**src/rtl/mria_pkg.sv**
```systemverilog
// Shared types, constants and microcode program of the mixed-radix index adder.
package mria_pkg;

  localparam int NUM_RADIX = 8;
  localparam int CFG_IDX_W = 4;
  localparam int CFG_DATA_W = 16;
  localparam int RADIX_W = 16;
  localparam int PORT_DIGIT_W = 16;
  localparam int AMOUNT_W = 32;
  localparam int SEL_W = 3;
  localparam int PC_W = 4;

  localparam logic CMD_ADD = 1'b0;
  localparam logic CMD_WRITE = 1'b1;

  typedef enum logic [3:0] {
    OP_NONE,
    OP_ACCEPT,
    OP_WRITE,
    OP_LOAD,
    OP_READ_PTR,
    OP_DIV_LOAD,
    OP_DIV_STEP,
    OP_STORE,
    OP_EMIT_INIT,
    OP_READ_K,
    OP_EMIT
  } op_e;

  typedef enum logic [2:0] {
    C_ALWAYS,
    C_NO_IN,
    C_CMD_ADD,
    C_STOP,
    C_DIV_MORE,
    C_OUT_BUSY,
    C_K_MORE
  } cond_e;

  typedef struct packed {
    op_e              op;
    cond_e            cond;
    logic [PC_W-1:0]  target;
  } uword_t;

  typedef struct packed {
    logic no_in;
    logic cmd_add;
    logic stop;
    logic div_more;
    logic out_busy;
    logic k_more;
  } flags_t;

  localparam logic [PC_W-1:0] S_IDLE      = 4'd0;
  localparam logic [PC_W-1:0] S_DISPATCH  = 4'd1;
  localparam logic [PC_W-1:0] S_WRITE     = 4'd2;
  localparam logic [PC_W-1:0] S_ADD_INIT  = 4'd3;
  localparam logic [PC_W-1:0] S_TEST      = 4'd4;
  localparam logic [PC_W-1:0] S_DIV_LOAD  = 4'd5;
  localparam logic [PC_W-1:0] S_DIV_STEP  = 4'd6;
  localparam logic [PC_W-1:0] S_STORE     = 4'd7;
  localparam logic [PC_W-1:0] S_EMIT_INIT = 4'd8;
  localparam logic [PC_W-1:0] S_EMIT_READ = 4'd9;
  localparam logic [PC_W-1:0] S_EMIT      = 4'd10;
  localparam logic [PC_W-1:0] S_EMIT_NEXT = 4'd11;
  localparam logic [PC_W-1:0] S_DONE      = 4'd12;

  // Taken jump goes to target, otherwise pc + 1.
  function automatic uword_t ucode(input logic [PC_W-1:0] pc);
    uword_t w;
    w = '{op: OP_NONE, cond: C_ALWAYS, target: S_IDLE};
    case (pc)
      S_IDLE:      w = '{op: OP_ACCEPT,    cond: C_NO_IN,    target: S_IDLE};
      S_DISPATCH:  w = '{op: OP_NONE,      cond: C_CMD_ADD,  target: S_ADD_INIT};
      S_WRITE:     w = '{op: OP_WRITE,     cond: C_ALWAYS,   target: S_IDLE};
      S_ADD_INIT:  w = '{op: OP_LOAD,      cond: C_ALWAYS,   target: S_TEST};
      S_TEST:      w = '{op: OP_READ_PTR,  cond: C_STOP,     target: S_EMIT_INIT};
      S_DIV_LOAD:  w = '{op: OP_DIV_LOAD,  cond: C_ALWAYS,   target: S_DIV_STEP};
      S_DIV_STEP:  w = '{op: OP_DIV_STEP,  cond: C_DIV_MORE, target: S_DIV_STEP};
      S_STORE:     w = '{op: OP_STORE,     cond: C_ALWAYS,   target: S_TEST};
      S_EMIT_INIT: w = '{op: OP_EMIT_INIT, cond: C_ALWAYS,   target: S_EMIT_READ};
      S_EMIT_READ: w = '{op: OP_READ_K,    cond: C_ALWAYS,   target: S_EMIT};
      S_EMIT:      w = '{op: OP_EMIT,      cond: C_OUT_BUSY, target: S_EMIT};
      S_EMIT_NEXT: w = '{op: OP_NONE,      cond: C_K_MORE,   target: S_EMIT_READ};
      S_DONE:      w = '{op: OP_NONE,      cond: C_ALWAYS,   target: S_IDLE};
      default:     w = '{op: OP_NONE,      cond: C_ALWAYS,   target: S_IDLE};
    endcase
    return w;
  endfunction

endpackage

```
**src/rtl/mria_seq.sv**
```systemverilog
// Microcode sequencer: step counter, control store and conditional jumps.
module mria_seq (
  input  logic            clk_i,
  input  logic            rst_ni,
  input  mria_pkg::flags_t flags_i,
  output mria_pkg::op_e   op_o
);
  import mria_pkg::*;

  logic [PC_W-1:0] pc_q, pc_d;
  uword_t          uw;
  logic            take;

  assign uw   = ucode(pc_q);
  assign op_o = uw.op;

  always_comb begin
    case (uw.cond)
      C_ALWAYS:   take = 1'b1;
      C_NO_IN:    take = flags_i.no_in;
      C_CMD_ADD:  take = flags_i.cmd_add;
      C_STOP:     take = flags_i.stop;
      C_DIV_MORE: take = flags_i.div_more;
      C_OUT_BUSY: take = flags_i.out_busy;
      C_K_MORE:   take = flags_i.k_more;
      default:    take = 1'b1;
    endcase
  end

  always_comb begin
    pc_d = take ? uw.target : pc_q + PC_W'(1);
  end

  always_ff @(posedge clk_i or negedge rst_ni) begin
    if (!rst_ni) begin
      pc_q <= S_IDLE;
    end else begin
      pc_q <= pc_d;
    end
  end

endmodule

```
**src/rtl/mria_div.sv**
```systemverilog
// Restoring divider, one quotient bit per cycle while step_i is high.
module mria_div #(
  parameter int CW = 36,
  parameter int RW = 17
) (
  input  logic          clk_i,
  input  logic          rst_ni,
  input  logic          start_i,
  input  logic          step_i,
  input  logic [CW-1:0] dividend_i,
  input  logic [RW-1:0] divisor_i,
  output logic [CW-1:0] quo_o,
  output logic [RW-1:0] rem_o,
  output logic          more_o
);
  localparam int CNTW = $clog2(CW + 1);

  logic [CW-1:0]   quo_q, quo_d;
  logic [RW-1:0]   rem_q, rem_d;
  logic [CNTW-1:0] cnt_q, cnt_d;
  logic [RW:0]     trial, diff;
  logic            ge;

  assign trial = {rem_q, quo_q[CW-1]};
  assign ge    = trial >= {1'b0, divisor_i};
  assign diff  = trial - {1'b0, divisor_i};

  always_comb begin
    quo_d = quo_q;
    rem_d = rem_q;
    cnt_d = cnt_q;
    if (start_i) begin
      quo_d = dividend_i;
      rem_d = '0;
      cnt_d = CNTW'(CW);
    end else if (step_i) begin
      quo_d = {quo_q[CW-2:0], ge};
      rem_d = ge ? diff[RW-1:0] : trial[RW-1:0];
      cnt_d = cnt_q - CNTW'(1);
    end
  end

  always_ff @(posedge clk_i or negedge rst_ni) begin
    if (!rst_ni) begin
      cnt_q <= '0;
    end else begin
      cnt_q <= cnt_d;
    end
  end

  always_ff @(posedge clk_i) begin
    quo_q <= quo_d;
    rem_q <= rem_d;
  end

  assign quo_o  = quo_q;
  assign rem_o  = rem_q;
  assign more_o = cnt_q != CNTW'(1);

endmodule

```
**src/rtl/mria_store.sv**
```systemverilog
// Digit memory with per-entry valid bits; unwritten entries read as zero.
module mria_store #(
  parameter int DEPTH = 4,
  parameter int DW    = 16,
  parameter int AW    = 2
) (
  input  logic          clk_i,
  input  logic          rst_ni,
  input  logic          we_i,
  input  logic [AW-1:0] waddr_i,
  input  logic [DW-1:0] wdata_i,
  input  logic          re_i,
  input  logic [AW-1:0] raddr_i,
  output logic [DW-1:0] rdata_o
);
  logic [DW-1:0]    mem [DEPTH];
  logic [DEPTH-1:0] vld_q;
  logic [DW-1:0]    rdata_q;
  logic             rvld_q;

  always_ff @(posedge clk_i or negedge rst_ni) begin
    if (!rst_ni) begin
      vld_q  <= '0;
      rvld_q <= 1'b0;
    end else begin
      if (we_i) begin
        vld_q[waddr_i] <= 1'b1;
      end
      if (re_i) begin
        rvld_q <= vld_q[raddr_i];
      end
    end
  end

  always_ff @(posedge clk_i) begin
    if (we_i) begin
      mem[waddr_i] <= wdata_i;
    end
    if (re_i) begin
      rdata_q <= mem[raddr_i];
    end
  end

  assign rdata_o = rvld_q ? rdata_q : '0;

endmodule

```
**src/rtl/mixed_radix_index_adder.sv**
```systemverilog
// Top level: mixed-radix index adder with microcoded control.
// Keeps a DIGITS-digit index, digit 0 most significant, each digit with its own
// radix register (0 means 2^DIGIT_BITS). A write item (cmd 1) gives no result. An
// add item (cmd 0) runs, for each of the n digits the carry reaches, the shared
// restoring divider, one quotient bit per cycle over a 36-bit dividend, plus 3
// control steps; the digits then leave one at a time through the single read
// port of the digit memory: each is read in S_EMIT_READ, sent in S_EMIT while the
// output does not stall, and counted on in S_EMIT_NEXT.
// Every add gives DIGITS result items, digit 0 first, last set on the final one.
module mixed_radix_index_adder #(
  parameter int DIGITS     = 4,
  parameter int DIGIT_BITS = 16
) (
  input  logic                                 clk_i,
  input  logic                                 rst_ni,
  input  logic                                 cfg_we_i,
  input  logic [mria_pkg::CFG_IDX_W-1:0]       cfg_idx_i,
  input  logic [mria_pkg::CFG_DATA_W-1:0]      cfg_data_i,
  input  logic                                 in_valid_i,
  output logic                                 in_stall_o,
  input  logic                                 cmd_i,
  input  logic [mria_pkg::AMOUNT_W-1:0]        add_amount_i,
  input  logic [mria_pkg::SEL_W-1:0]           digit_select_i,
  input  logic [mria_pkg::PORT_DIGIT_W-1:0]    digit_data_i,
  output logic                                 out_valid_o,
  input  logic                                 out_stall_i,
  output logic [mria_pkg::SEL_W-1:0]           digit_number_o,
  output logic [mria_pkg::PORT_DIGIT_W-1:0]    digit_value_o,
  output logic [mria_pkg::AMOUNT_W-1:0]        carry_out_o,
  output logic                                 last_o
);
  import mria_pkg::*;

  localparam int CW = ((DIGIT_BITS > AMOUNT_W) ? DIGIT_BITS : AMOUNT_W) + 4;
  localparam int RW = ((DIGIT_BITS + 1) > RADIX_W) ? (DIGIT_BITS + 1) : RADIX_W;
  localparam int AW = (DIGITS > 1) ? $clog2(DIGITS) : 1;
  localparam int KW = $clog2(DIGITS + 1);

  op_e    op;
  flags_t flags;

  logic [RADIX_W-1:0] radix_q [NUM_RADIX];

  logic                    cmd_q;
  logic [AMOUNT_W-1:0]     amt_q;
  logic [SEL_W-1:0]        sel_q;
  logic [PORT_DIGIT_W-1:0] data_q;

  logic [CW-1:0]       carry_q;
  logic [AW-1:0]       ptr_q;
  logic [KW-1:0]       left_q;
  logic [KW-1:0]       k_q;
  logic [AMOUNT_W-1:0] cout_q;

  logic                    out_valid_q;
  logic [SEL_W-1:0]        out_num_q;
  logic [PORT_DIGIT_W-1:0] out_val_q;
  logic [AMOUNT_W-1:0]     out_cout_q;
  logic                    out_last_q;

  logic [RADIX_W-1:0]          rsel_raw;
  logic [RW-1:0]               radix_sel;
  logic [CW-1:0]               quo;
  logic [RW-1:0]               rem;
  logic                        div_more;
  logic                        sel_ok;
  logic                        st_we, st_re;
  logic [AW-1:0]               st_waddr, st_raddr;
  logic [DIGIT_BITS-1:0]       st_wdata, st_rdata;
  logic [DIGIT_BITS+15:0]      wr_ext, rd_ext;
  logic                        out_free;
  logic [AMOUNT_W-1:0]         cout_sat;

  mria_seq u_seq (
    .clk_i   (clk_i),
    .rst_ni  (rst_ni),
    .flags_i (flags),
    .op_o    (op)
  );

  mria_div #(.CW(CW), .RW(RW)) u_div (
    .clk_i      (clk_i),
    .rst_ni     (rst_ni),
    .start_i    (op == OP_DIV_LOAD),
    .step_i     (op == OP_DIV_STEP),
    .dividend_i (carry_q + CW'(st_rdata)),
    .divisor_i  (radix_sel),
    .quo_o      (quo),
    .rem_o      (rem),
    .more_o     (div_more)
  );

  mria_store #(.DEPTH(DIGITS), .DW(DIGIT_BITS), .AW(AW)) u_store (
    .clk_i   (clk_i),
    .rst_ni  (rst_ni),
    .we_i    (st_we),
    .waddr_i (st_waddr),
    .wdata_i (st_wdata),
    .re_i    (st_re),
    .raddr_i (st_raddr),
    .rdata_o (st_rdata)
  );

  assign rsel_raw  = radix_q[SEL_W'(ptr_q)];
  assign radix_sel = (rsel_raw == '0) ? (RW'(1) << DIGIT_BITS) : RW'(rsel_raw);

  assign sel_ok   = {1'b0, sel_q} < (SEL_W + 1)'(DIGITS);
  assign wr_ext   = {DIGIT_BITS'(0), data_q};
  assign rd_ext   = {16'(0), st_rdata};
  assign st_we    = (op == OP_STORE) || ((op == OP_WRITE) && sel_ok);
  assign st_waddr = (op == OP_WRITE) ? sel_q[AW-1:0] : ptr_q;
  assign st_wdata = (op == OP_WRITE) ? wr_ext[DIGIT_BITS-1:0] : rem[DIGIT_BITS-1:0];
  assign st_re    = (op == OP_READ_PTR) || (op == OP_READ_K);
  assign st_raddr = (op == OP_READ_K) ? k_q[AW-1:0] : ptr_q;

  assign out_free = !out_valid_q || !out_stall_i;
  assign cout_sat = (carry_q[CW-1:AMOUNT_W] != '0) ? '1 : carry_q[AMOUNT_W-1:0];

  assign flags.no_in    = !in_valid_i;
  assign flags.cmd_add  = cmd_q == CMD_ADD;
  assign flags.stop     = (carry_q == '0) || (left_q == '0);
  assign flags.div_more = div_more;
  assign flags.out_busy = !out_free;
  assign flags.k_more   = k_q != KW'(DIGITS);

  assign in_stall_o = op != OP_ACCEPT;

  always_ff @(posedge clk_i or negedge rst_ni) begin
    if (!rst_ni) begin
      for (int i = 0; i < NUM_RADIX; i++) begin
        radix_q[i] <= RADIX_W'(10);
      end
    end else if (cfg_we_i && !cfg_idx_i[CFG_IDX_W-1]) begin
      radix_q[cfg_idx_i[SEL_W-1:0]] <= cfg_data_i;
    end
  end

  always_ff @(posedge clk_i) begin
    if (op == OP_ACCEPT && in_valid_i) begin
      cmd_q  <= cmd_i;
      amt_q  <= add_amount_i;
      sel_q  <= digit_select_i;
      data_q <= digit_data_i;
    end
  end

  always_ff @(posedge clk_i or negedge rst_ni) begin
    if (!rst_ni) begin
      carry_q <= '0;
      ptr_q   <= '0;
      left_q  <= '0;
      k_q     <= '0;
    end else begin
      case (op)
        OP_LOAD: begin
          carry_q <= CW'(amt_q);
          ptr_q   <= AW'(DIGITS - 1);
          left_q  <= KW'(DIGITS);
        end
        OP_STORE: begin
          carry_q <= quo;
          ptr_q   <= ptr_q - AW'(1);
          left_q  <= left_q - KW'(1);
        end
        OP_EMIT_INIT: begin
          k_q <= '0;
        end
        OP_EMIT: begin
          if (out_free) begin
            k_q <= k_q + KW'(1);
          end
        end
        default: begin
        end
      endcase
    end
  end

  always_ff @(posedge clk_i) begin
    if (op == OP_EMIT_INIT) begin
      cout_q <= cout_sat;
    end
  end

  always_ff @(posedge clk_i or negedge rst_ni) begin
    if (!rst_ni) begin
      out_valid_q <= 1'b0;
    end else if (op == OP_EMIT && out_free) begin
      out_valid_q <= 1'b1;
    end else if (!out_stall_i) begin
      out_valid_q <= 1'b0;
    end
  end

  always_ff @(posedge clk_i) begin
    if (op == OP_EMIT && out_free) begin
      out_num_q  <= SEL_W'(k_q);
      out_val_q  <= rd_ext[PORT_DIGIT_W-1:0];
      out_cout_q <= cout_q;
      out_last_q <= k_q == KW'(DIGITS - 1);
    end
  end

  assign out_valid_o    = out_valid_q;
  assign digit_number_o = out_num_q;
  assign digit_value_o  = out_val_q;
  assign carry_out_o    = out_cout_q;
  assign last_o         = out_last_q;

  a_rem_below_radix: assert property (@(posedge clk_i) disable iff (!rst_ni)
    (op == OP_STORE) |-> (rem < radix_sel))
    else $error("remainder not below radix at digit store");

  a_cout_sat: assert property (@(posedge clk_i) disable iff (!rst_ni)
    (op == OP_EMIT_INIT) |=>
      ((cout_q == '1) || (cout_q == $past(carry_q[AMOUNT_W-1:0]))))
    else $error("carry out does not match final carry");

  a_last_pos: assert property (@(posedge clk_i) disable iff (!rst_ni)
    (out_valid_o && last_o) |-> ((SEL_W + 1)'(digit_number_o) == (SEL_W + 1)'(DIGITS - 1)))
    else $error("last flag on a digit other than the final one");

endmodule
```
**config.mk**
```make
export PLATFORM = sky130hd
export DESIGN_NAME = mixed_radix_index_adder
export DESIGN_NICKNAME = d
export VERILOG_FILES = /design/src/rtl/mria_pkg.sv /design/src/rtl/mria_seq.sv /design/src/rtl/mria_div.sv /design/src/rtl/mria_store.sv /design/src/rtl/mixed_radix_index_adder.sv
export SDC_FILE = /design/constraint.sdc
export NUM_CORES = 1
export LEC_CHECK = 0
export ABC_AREA = 1
export BUFFER_PORTS_ARGS = -buffer_cell sky130_fd_sc_hd__buf_4
export CAP_MARGIN = 20
export CORE_ASPECT_RATIO = 0.8
export CORE_UTILIZATION = 61
export DETAILED_ROUTE_END_ITERATION = 8
export GPL_ROUTABILITY_DRIVEN = 0
export PLACE_DENSITY = 0.8
export SLEW_MARGIN = 30
export SYNTH_ARGS = -nofsm -noshare
export SYNTH_HDL_FRONTEND = slang
export SYNTH_SLANG_ARGS = --single-unit
```
**constraint.sdc**
```tcl
create_clock -name clk_i -period 4.7 [get_ports clk_i]
set_clock_uncertainty 0.2 [all_clocks]
set_input_delay 0.94 -clock clk_i [delete_from_list [all_inputs] [get_ports clk_i]]
set_output_delay 0.94 -clock clk_i [all_outputs]
set_load 0.05 [all_outputs]
```
Word-level counts from Yosys, hierarchy flattened

Memory sizes are Yosys's and may differ from the RTL's. A register that Yosys moved wholly into a read port is not among the register bits.
Cells that the tools add are included.

Div/mod/pow operators: 0
Shift-type cells: 0
Bitwise gates (word level): 4
Reductions and logical operators: 23
Equality and inequality tests: 22
Multiplexer cells: 31
Order comparisons: 8
$mul: 0
Add/subtract/negate cells: 7

Operators with widths:

| kind                 | number |
|---|---|
| $bwmux W128          | 1 |
| $mux W16             | 5 |
| $mux W36             | 2 |
| $pmux W36 S2         | 1 |
| $bmux W16 S3         | 1 |
| $demux W16 S3        | 1 |
| $add A36 B16 Y36     | 1 |
| $logic_not A36 Y1    | 1 |
| $mux W17             | 2 |
| $ge A18 B17 Y1       | 1 |
| $sub A17 B17 Y17     | 1 |
| $eq A4 B3 Y1 const B | 4 |
| $logic_not A16 Y1    | 1 |
| $eq A4 B4 Y1 const B | 3 |
| $mux W6              | 2 |
| $pmux W3 S2          | 2 |
| $eq A3 B2 Y1 const B | 3 |
| $eq A3 B3 Y1 const B | 3 |
| $eq A4 B2 Y1 const B | 2 |
| $ge A4 B4 Y1 const B | 2 |
| $logic_and A1 B1 Y1  | 6 |
| $lt A2 B3 Y1 const B | 2 |
| $mux W1              | 6 |
| $ne A6 B1 Y1 const B | 1 |
| other kinds (31)     | 41 |

Register bits: 377
Bits in latches: 0
Memories: 2
Input bits: 77
Bits in writable memories: 64
ROM bits: 176
Output and inout port bits: 54

Memories:

| memory          | depth | bits a word | rd ports | clocked after Yosys merged registers in | wr ports | RTL line         | text |
|---|---|---|---|---|---|---|---|
| (no name shown) | 16    | 11          | 1        | 0                                       | 0        | mria_pkg.sv:73   | `case (pc)` |
| u_store.mem     | 4     | 16          | 1        | 1                                       | 1        | mria_store.sv:16 | `logic [DW-1:0] mem [DEPTH];` |

Logic depth before layout (Yosys ltp)

Gate-level depths: netlist (run 1).

Depth after elaboration: 9
Depth in mapped cells: 21
Mapped depth without buffers: 19

Hierarchy

A second synthesis (run 1) with hierarchy kept.

Cells, all modules: 2,079
Area, all modules: 19,063.3 um^2

By module, submodules not included:

| module                  | cells an instance | instances | area each (um^2) |
|---|---|---|---|
| mixed_radix_index_adder | 1,231             | 1         | 11,410.9 |
| mria_div                | 529               | 1         | 3,786.1 |
| mria_store              | 237               | 1         | 3,321.9 |
| mria_seq                | 82                | 1         | 544.3 |

Worst setup path before layout (run 1)

No wires, ideal clock.

Kind: register -> register
From: register u_seq.pc_q[0]
To: register amt_q[0], enable pin
Library setup time: 462 ps
Cell stages (with the launch flop): 9
Data arrival time: 3,931 ps
Slack: 107 ps
Cell sequence: dfrtp_1 inv_1 ha_1 nand3b_1 nand3_4 inv_2 a21oi_2 nand2_1 nor2_1

Word-level cells in the longest chain between the ends: 3

RTL lines:

| element                  | RTL line                       | text |
|---|---|---|
| start: declaration       | mria_seq.sv:10                 | `logic [PC_W-1:0] pc_q, pc_d;` |
| start signal: assignment | mria_seq.sv:38                 | `pc_q <= pc_d;` |
| $mem_v2 Z16 W11          | -                              |  |
| $eq A4 B1 Y1             | mixed_radix_index_adder.sv:139 | `if (op == OP_ACCEPT && in_valid_i) begin` |
| $logic_and A1 B1 Y1      | mixed_radix_index_adder.sv:139 |  |
| end signal: assignment   | mixed_radix_index_adder.sv:141 | `amt_q <= add_amount_i;` |
| end: declaration         | mixed_radix_index_adder.sv:45  | `logic [AMOUNT_W-1:0] amt_q;` |

Every way passes these cells.
A chain may end at the register's enable or synchronous reset.

Final worst setup path (run 1)

From: register ptr_q[0]
To: register u_div.rem_q[8] (netlist: u_div.rem_o[8])

Word-level cells in the longest chain between the ends: 8
Elaborated cells between the ends (all ways): 9
Those cells by class: 1 x add/sub; 1 x order compare; 5 x mux; 1 x bitwise; 1 x reduce/logical

RTL lines:

| element                                                   | RTL line                       | text |
|---|---|---|
| start: declaration                                        | mixed_radix_index_adder.sv:50  | `logic [AW-1:0] ptr_q;` |
| start signal: assignment                                  | mixed_radix_index_adder.sv:157 | `ptr_q <= AW'(DIGITS - 1);` |
| start signal: assignment                                  | mixed_radix_index_adder.sv:162 | `ptr_q <= ptr_q - AW'(1);` |
| $not A2 Y4 (implied by the code) (*)                      | mixed_radix_index_adder.sv:104 | `assign rsel_raw = radix_q[SEL_W'(ptr_q)];` |
| $bmux W16 S3 (*)                                          | mixed_radix_index_adder.sv:104 |  |
| $mux W16 (implied by the code) (*) (2 in a row)           | mixed_radix_index_adder.sv:104 |  |
| $logic_not A16 Y1                                         | mixed_radix_index_adder.sv:105 | `assign radix_sel = (rsel_raw == '0) ? (RW'(1) << DIGIT_BITS) : RW'(rsel_raw);` |
| $mux W17 (*)                                              | mixed_radix_index_adder.sv:105 |  |
| $sub A17 B17 Y17 / $ge A18 B17 Y1 (equally long branches) | mria_div.sv:26, mria_div.sv:25 |  |
| $mux W17 (*)                                              | mria_div.sv:38                 | `rem_d = ge ? diff[RW-1:0] : trial[RW-1:0];` |
| end signal: assignment                                    | mria_div.sv:53                 | `rem_q <= rem_d;` |
| end: declaration                                          | mria_div.sv:19                 | `logic [RW-1:0] rem_q, rem_d;` |

Mark *: on every way between the ends. The rest lies on a longest branch, timed or not. The select of a mux whose other input is x is not followed.

==> impl_metrics.csv, run 1 <==
group,metric,value,unit
detailed_routing,wl_per_cell,17.63,um
cells_and_area,layout-drive-gt1-share,12.31,%
power,fin_total_pwr,15.34,mW
worst_setup_path,critPathKind,"flop to flop",
clock_network,hold_buffers,0,
grt,grt_overflow,0,
placement,hpwl,30340,um
detailed_routing,via_per_inst,5.734,
power,internal_power,8.978,mW
clock_network,cts_tree,"built",
timing,relSlewSlack,35.92,%
cells_and_area,num_antenna_cells,0,
synthesis,synth_edf_count,252,
floorplanning,die_area,0.03095,mm2
power,pwr-share-seq,36.4,%
clock_network,clk_latency,570,ps
grt,grt_pass1_wl,72180,um
detailed_routing,dr_total_vias,14580,
synthesis,synth_cell_types,45,
timing,finalHoldViolations,0,
power,p_sw_share,41.48,%
floorplanning,core-area,0.02950,mm2
placement,place_ws,736.2,ps
floorplanning,die_x,196.5,um
floorplanning,num_rows,56,
grt,grt_max_degree,125,
detailed_routing,drc,0,
worst_setup_path,r2r_start,"ptr_q[0]",
synthesis,synth_flop_cell,"edfxtp_1",
worst_setup_path,cp.required,4910,ps
grt,antenna_found_initial,0,
worst_hold_path,hold_class,"flop to flop",
clock_network,cts_inserted_buffers,40,
placement,dp_cells,2469,
synthesis,netlist_instances,1983,
detailed_routing,drtIter0Drc,1382,
clock_network,postCtsSetupBuffers,0,
clock_network,cts_max_level,2,
timing,fin_setup_tns,0,ps
timing,final_max_slew_viol_count,0,
power,power_density,723.3,mW/mm2
grt,grt_usage,29.71,%
timing,fmax,243.7,MHz
cells_and_area,instances_no_fill,2543,
clock_network,cts_root_buf,"clkbuf_16",
worst_hold_path,hp-start,"cout_q[19]",
cells_and_area,fin_nets,2230,
synthesis,yosysWarnings,0,
clock_network,clock-sinks,393,
floorplanning,fp.dieH,157.6,um
cells_and_area,final_cell_area,0.02121,mm2
worst_setup_path,cp.arrival,4320,ps
worst_setup_path,crit_fanout,45,
timing,rsz0062_at_grt,"false",
synthesis,syn_area_per_cell,9.305,um2
grt,grt_pass1_vias,14070,
timing,fin_ws,596.6,ps
floorplanning,ioPinCount,131,
power,pwr-share-clk,22.0,%
synthesis,ys_ff_latch,393,
placement,port_buffers,130,
detailed_routing,firstDrtPassIters,6,
detailed_routing,ant_nets,0,
timing,holdWs,217.0,ps
timing,setup_viol,0,
clock_network,cts.repair.resized,0,
cells_and_area,area_growth,14.94,%
timing,fin_crit_sh,87.31,%
worst_setup_path,start_kind,"flop",
power,combPwrFrac,41.6,%
flow_run,maxCapViolCount,0,
floorplanning,start_util,62.56,%
timing,tightest_slew,958.9,ps
synthesis,ys_seq_area_share,59.72,%
power,irDropWorstVdd,0.0004566,V
power,power.switching,6.363,mW
outcome,status,"completed",
synthesis,synthArstFlopShare,31.55,%
detailed_routing,drt-total-wl,44850,um
worst_setup_path,startpoint,"ptr_q[0]",
synthesis,syn_nets,2108,
placement,place_area,0.01980,mm2
clock_network,clkSlewWorstSetupHoldPaths,60,ps
worst_setup_path,crit_path_end_kind,"flop",
cells_and_area,utilization,71.90,%
synthesis,synthesis.area,0.01845,mm2
timing,period_minus_slack,4103,ps
power,p_leak,9.353,nW
clock_network,cts_buffer_depth,3,
-- worst paths after layout --
path	end	slack, ps	depth (start not counted)
worst max-delay path	u_div.rem_o[8]	600	19
worst min-delay path	carry_out_o[19]	220	0
worst max register to register	u_div.rem_o[8]	600	19
worst min register to register	carry_out_o[19]	220	0
max in group asynchronous	carry_q[18]	3490	2
min in group asynchronous	radix_q[78]	260	2
-- final cells by class --
cell class                 instances  area [um2]
tap                              406       508.0
inverter                         231       868.3
clock inverter                    24       324.1
clock buffer                      50        1080
multi-input combinational       1293        6287
sequential                       393       11020
timing repair buffer             146        1121
fill                            2120        8289
-- routing by layer --
| metal | GRT usage [%] | vias up | part of all wire, % |
|---|---|---|---|
| met1 | 39.30 | 6893 | 41 |
| met2 | 49.81 | 688 | 48 |
| met4 | 11.20 | 0 | 3.6 |
| met3 | 4.693 | 127 | 7.6 |
| li1 | - | 6873 | - |
| met5 | 0 | - | 0 |
-- flip-flops by register name, summed over array words and instances, names as in the netlist, 16 cells and up --
name / cells
carry_out_o: 32
u_div.quo_o: 36
radix_q: 64
digit_value_o: 16
u_div.rem_o: 17
u_store.rdata_q: 16
cout_q: 32
amt_q: 32
data_q: 16
carry_q: 36
u_store.mem: 64
-- critical path, stage by stage (launching register included) --
cell and delay, ps:
dfrtp_1 730, inv_1 220, buf_4 310, o21ai_0 210, nor2_1 90, a21oi_1 230
nand4_1 120, nor2_1 110, nand2_1 70, ha_1 350, nand2_1 80, nor2_1 90
nand3_1 90, o21ai_0 210, nor2_2 40, buf_4 200, nand2_2 290, nand2_1 120
nand3_1 110, o21ai_1 80
-- power groups by stage --
| stage | registers, mW | logic (mW) | clock network [mW] |
|---|---|---|---|
| 2_1_floorplan | 5.58 | 4.49 | 0 |
| 3_3_place_gp | 5.58 | 5.99 | 0 |
| 3_5_place_dp | 5.60 | 6.21 | 0 |
| 4_1_cts | 5.56 | 6.28 | 3.40 |
| 5_1_grt | 5.65 | 7.11 | 3.53 |
| 6_report | 5.58 | 6.39 | 3.37 |
-- synth_stat cells (16+ instances only) --
| master | n | area (um2) |
|---|---|---|
| edfxtp_1 | 252 | 7567 |
| o21ai_1 | 24 | 120.1 |
| buf_2 | 23 | 115.1 |
| nand3_1 | 117 | 585.6 |
| xnor2_1 | 16 | 140.1 |
| ha_1 | 46 | 575.6 |
| nor2_1 | 191 | 716.9 |
| a21oi_1 | 58 | 290.3 |
| dfrtp_1 | 116 | 2903 |
| dfxtp_1 | 17 | 340.3 |
| clkbuf_1 | 36 | 135.1 |
| inv_1 | 220 | 825.8 |
| o22ai_1 | 51 | 319.1 |
| o21ai_0 | 185 | 925.9 |
| nand4_1 | 25 | 156.4 |
| nand2_1 | 513 | 1926 |
-- placed cells by master (no fill, tap or decap), types with 3 or more instances in the layout --
cell type and n:
o21ai_0 184, nand2_1 512, clkbuf_16 41, clkbuf_1 7
o22ai_1 51, ha_1 46, clkinv_8 3, clkinv_2 10
nand3_1 116, nand3b_1 4, xor2_1 3, nand4_1 25
o21ai_1 25, dfxtp_1 17, nor3_1 15, nand2_2 10
bufinv_16 6, or2_2 4, a21oi_1 58, o21ai_2 5
nor2_1 189, inv_6 3, inv_2 10, nor2_2 3
dfstp_2 8, o21bai_1 5, buf_4 144, xnor2_1 16
inv_1 218, and2_1 3, dfrtp_1 116, edfxtp_1 252
-- kinds of logic after synthesis --
| logic type | count (synthesis) | synth area share, % |
|---|---|---|
| buffers and inverters | 297 | 6.306 |
| multiplexers | 1 | 0.06102 |
| adder cells (fa/ha/maj) | 48 | 3.336 |
| flip-flops | 393 | 59.72 |
| AND/OR/NAND/NOR | 891 | 20.00 |
| XOR/XNOR | 19 | 0.9018 |
| AO/OA/AOI/OAI | 334 | 9.669 |
No activity file was read; power rests on OpenSTA's default activity.
==> run 2: changes to the inputs <==
Settings changed: CORE_MARGIN set to 3.
==> run 2 against run 1 <==
Cell count is essentially flat. Non-clock buffer count grew 1. Sequential share of layout area grew 0.22 points. Combinational power about the same. Via count fell by 0.32%. Flip-flop and latch count unchanged. Critical path depth shrank 2. Critical path type unchanged.
==> impl_metrics.csv, run 2 (synthesis results as in run 1) <==
group,metric,value,unit
worst_setup_path,crit_fanout,36,
power,fin_total_pwr,15.18,mW
detailed_routing,drc,0,
detailed_routing,drtIter0Drc,1360,
cells_and_area,layout-drive-gt1-share,12.31,%
detailed_routing,wl_per_cell,17.52,um
flow_run,maxCapViolCount,0,
power,p_leak,9.313,nW
timing,relSlewSlack,43.32,%
worst_setup_path,crit_path_end_kind,"flop",
cells_and_area,reg.largest.list,"radix_q (64), u_store.mem (64)",
placement,port_buffers,130,
clock_network,postCtsSetupBuffers,0,
worst_setup_path,cp_slowest_cell,"dfrtp_1",
worst_hold_path,hold_class,"flop to flop",
clock_network,clock-sinks,393,
clock_network,cts_buffer_depth,3,
detailed_routing,dr_total_vias,14530,
cells_and_area,fin_nets,2230,
worst_setup_path,worstPathCellList,"inv_1, buf_4, o21ai_0, nor2_1, a21oi_1, nand4_1, nor2_1, nand2_1, ha_1, nand3_1, nor2_1, nand2_1, buf_4, nand2_2, nand2_1, nand3_1, o21ai_0",
placement,hpwl,30270,um
grt,grt_pass1_wl,72080,um
timing,setup_viol,0,
timing,tightest_slew,850.2,ps
clock_network,hold_buffers,0,
detailed_routing,via_per_inst,5.718,
detailed_routing,firstDrtPassIters,6,
floorplanning,start_util,62.41,%
grt,antenna_found_initial,0,
cells_and_area,fillers,2199,
worst_setup_path,cp.required,4890,ps
grt,grt_usage,27.43,%
clock_network,clkSlewWorstSetupHoldPaths,60,ps
floorplanning,fp.dieH,161.6,um
clock_network,cts.repair.resized,0,
clock_network,cts_inserted_buffers,39,
clock_network,cts_tree,"built",
worst_setup_path,slowest_delay,730,ps
grt,grt_pass1_vias,14130,
floorplanning,die_x,200.5,um
timing,fin_crit_sh,86.25,%
worst_setup_path,cp.arrival,4240,ps
detailed_routing,drt-total-wl,44540,um
timing,final_max_slew_viol_count,0,
cells_and_area,num_antenna_cells,0,
cells_and_area,layout_commonest_cell,"nand2_1",
cells_and_area,area_growth,14.46,%
clock_network,cts_root_buf,"clkbuf_16",
timing,finalHoldViolations,0,
worst_setup_path,start_kind,"flop",
cells_and_area,final_cell_mix,"510 x nand2_1, 252 x edfxtp_1, 218 x inv_1, 189 x nor2_1, 184 x o21ai_0",
timing,period_minus_slack,4054,ps
floorplanning,num_rows,56,
grt,grt_max_degree,73,
clock_network,clk_latency,550,ps
worst_setup_path,critPathKind,"flop to flop",
floorplanning,ioPinCount,131,
clock_network,cts_max_level,2,
grt,grt_overflow,0,
timing,fin_setup_tns,0,ps
power,irDropWorstVdd,0.0005605,V
detailed_routing,ant_nets,0,
timing,rsz0062_at_grt,"false",
power,power_density,718.6,mW/mm2
floorplanning,die_area,0.03239,mm2
timing,fmax,246.7,MHz
floorplanning,core-area,0.02957,mm2
outcome,status,"completed",
[run 2: cell types whose count changed in the layout (fill, tap and decap cells not counted)]
| cell | delta |
|---|---|
| buf_12 | -1 |
| buf_4 | +2 |
| bufinv_16 | -2 |
| clkbuf_1 | +2 |
| clkbuf_16 | -1 |
| clkbuf_8 | +2 |
| clkinv_1 | -1 |
| clkinv_2 | -3 |
| clkinv_4 | +1 |
| clkinv_8 | -3 |
| inv_2 | +1 |
| inv_6 | +2 |
| nand2_1 | -2 |
| nand2_2 | +2 |
[run 2: power by group]
group | total (mW) | internal (mW) | leakage [nW] | switching (mW)
Combinational | 6.39 | 1.94 | 4.70 | 4.45
Clock | 3.21 | 1.87 | 0.643 | 1.35
Sequential | 5.57 | 5.04 | 3.97 | 0.532
[run 2: area by class of cell]
type | count | area [um2] | share of cell area, %
Clock inverter | 19 | 226.5 | 1.072
Tap cell | 406 | 508.0 | 2.405
Inverter | 231 | 868.3 | 4.111
Multi-Input combinational cell | 1293 | 6292 | 29.79
Sequential cell | 393 | 11020 | 52.18
Timing Repair Buffer | 147 | 1116 | 5.284
Clock buffer | 53 | 1090 | 5.160
[run 2: stage by stage]
step	area [um2]	worst slack [ps]	utilization [%]	cells	hold WS, ps
2_1_floorplan	18450	107.4	-	1983	200.3
3_3_place_gp	19790	1015	66.94	2470	201.0
3_5_place_dp	19800	816.5	66.96	2470	204.5
4_1_cts	21110	759.8	71.41	2542	219.2
5_1_grt	21120	178.0	71.43	2542	223.7
6_report	21120	646.1	71.43	2542	217.5
[run 2: routing by layer]
layer / routed length (um) / part of all wire [%] / vias up / global-route usage (%)
li1: - / - / 6857 / -
met1: 18280 / 41 / 6852 / 36.67
met2: 21530 / 48 / 695 / 46.82
met3: 3268 / 7.3 / 130 / 3.969
met4: 1468 / 3.3 / 0 / 9.256
met5: 0 / 0 / - / 0
[run 2: worst paths after layout]
path	from	to	slack [ps]	cells after the start
max in group asynchronous	rst_ni	carry_q[13]	3010	2
hold reg to reg	cout_q[23]	carry_out_o[23]	220	0
min in group asynchronous	rst_ni	radix_q[78]	290	1
hold / removal	cout_q[23]	carry_out_o[23]	220	0
setup / recovery	ptr_q[0]	u_div.rem_o[0]	650	17
setup reg to reg	ptr_q[0]	u_div.rem_o[0]	650	17
[run 2: critical path: cells and delay by family (launching register included)]
family | cells | cell delay, ps
AO/OA/AOI/OAI | 3 | 510
adder cells (fa/ha/maj) | 1 | 360
buffers and inverters | 3 | 910
flip-flops | 1 | 730
AND/OR/NAND/NOR | 10 | 1170
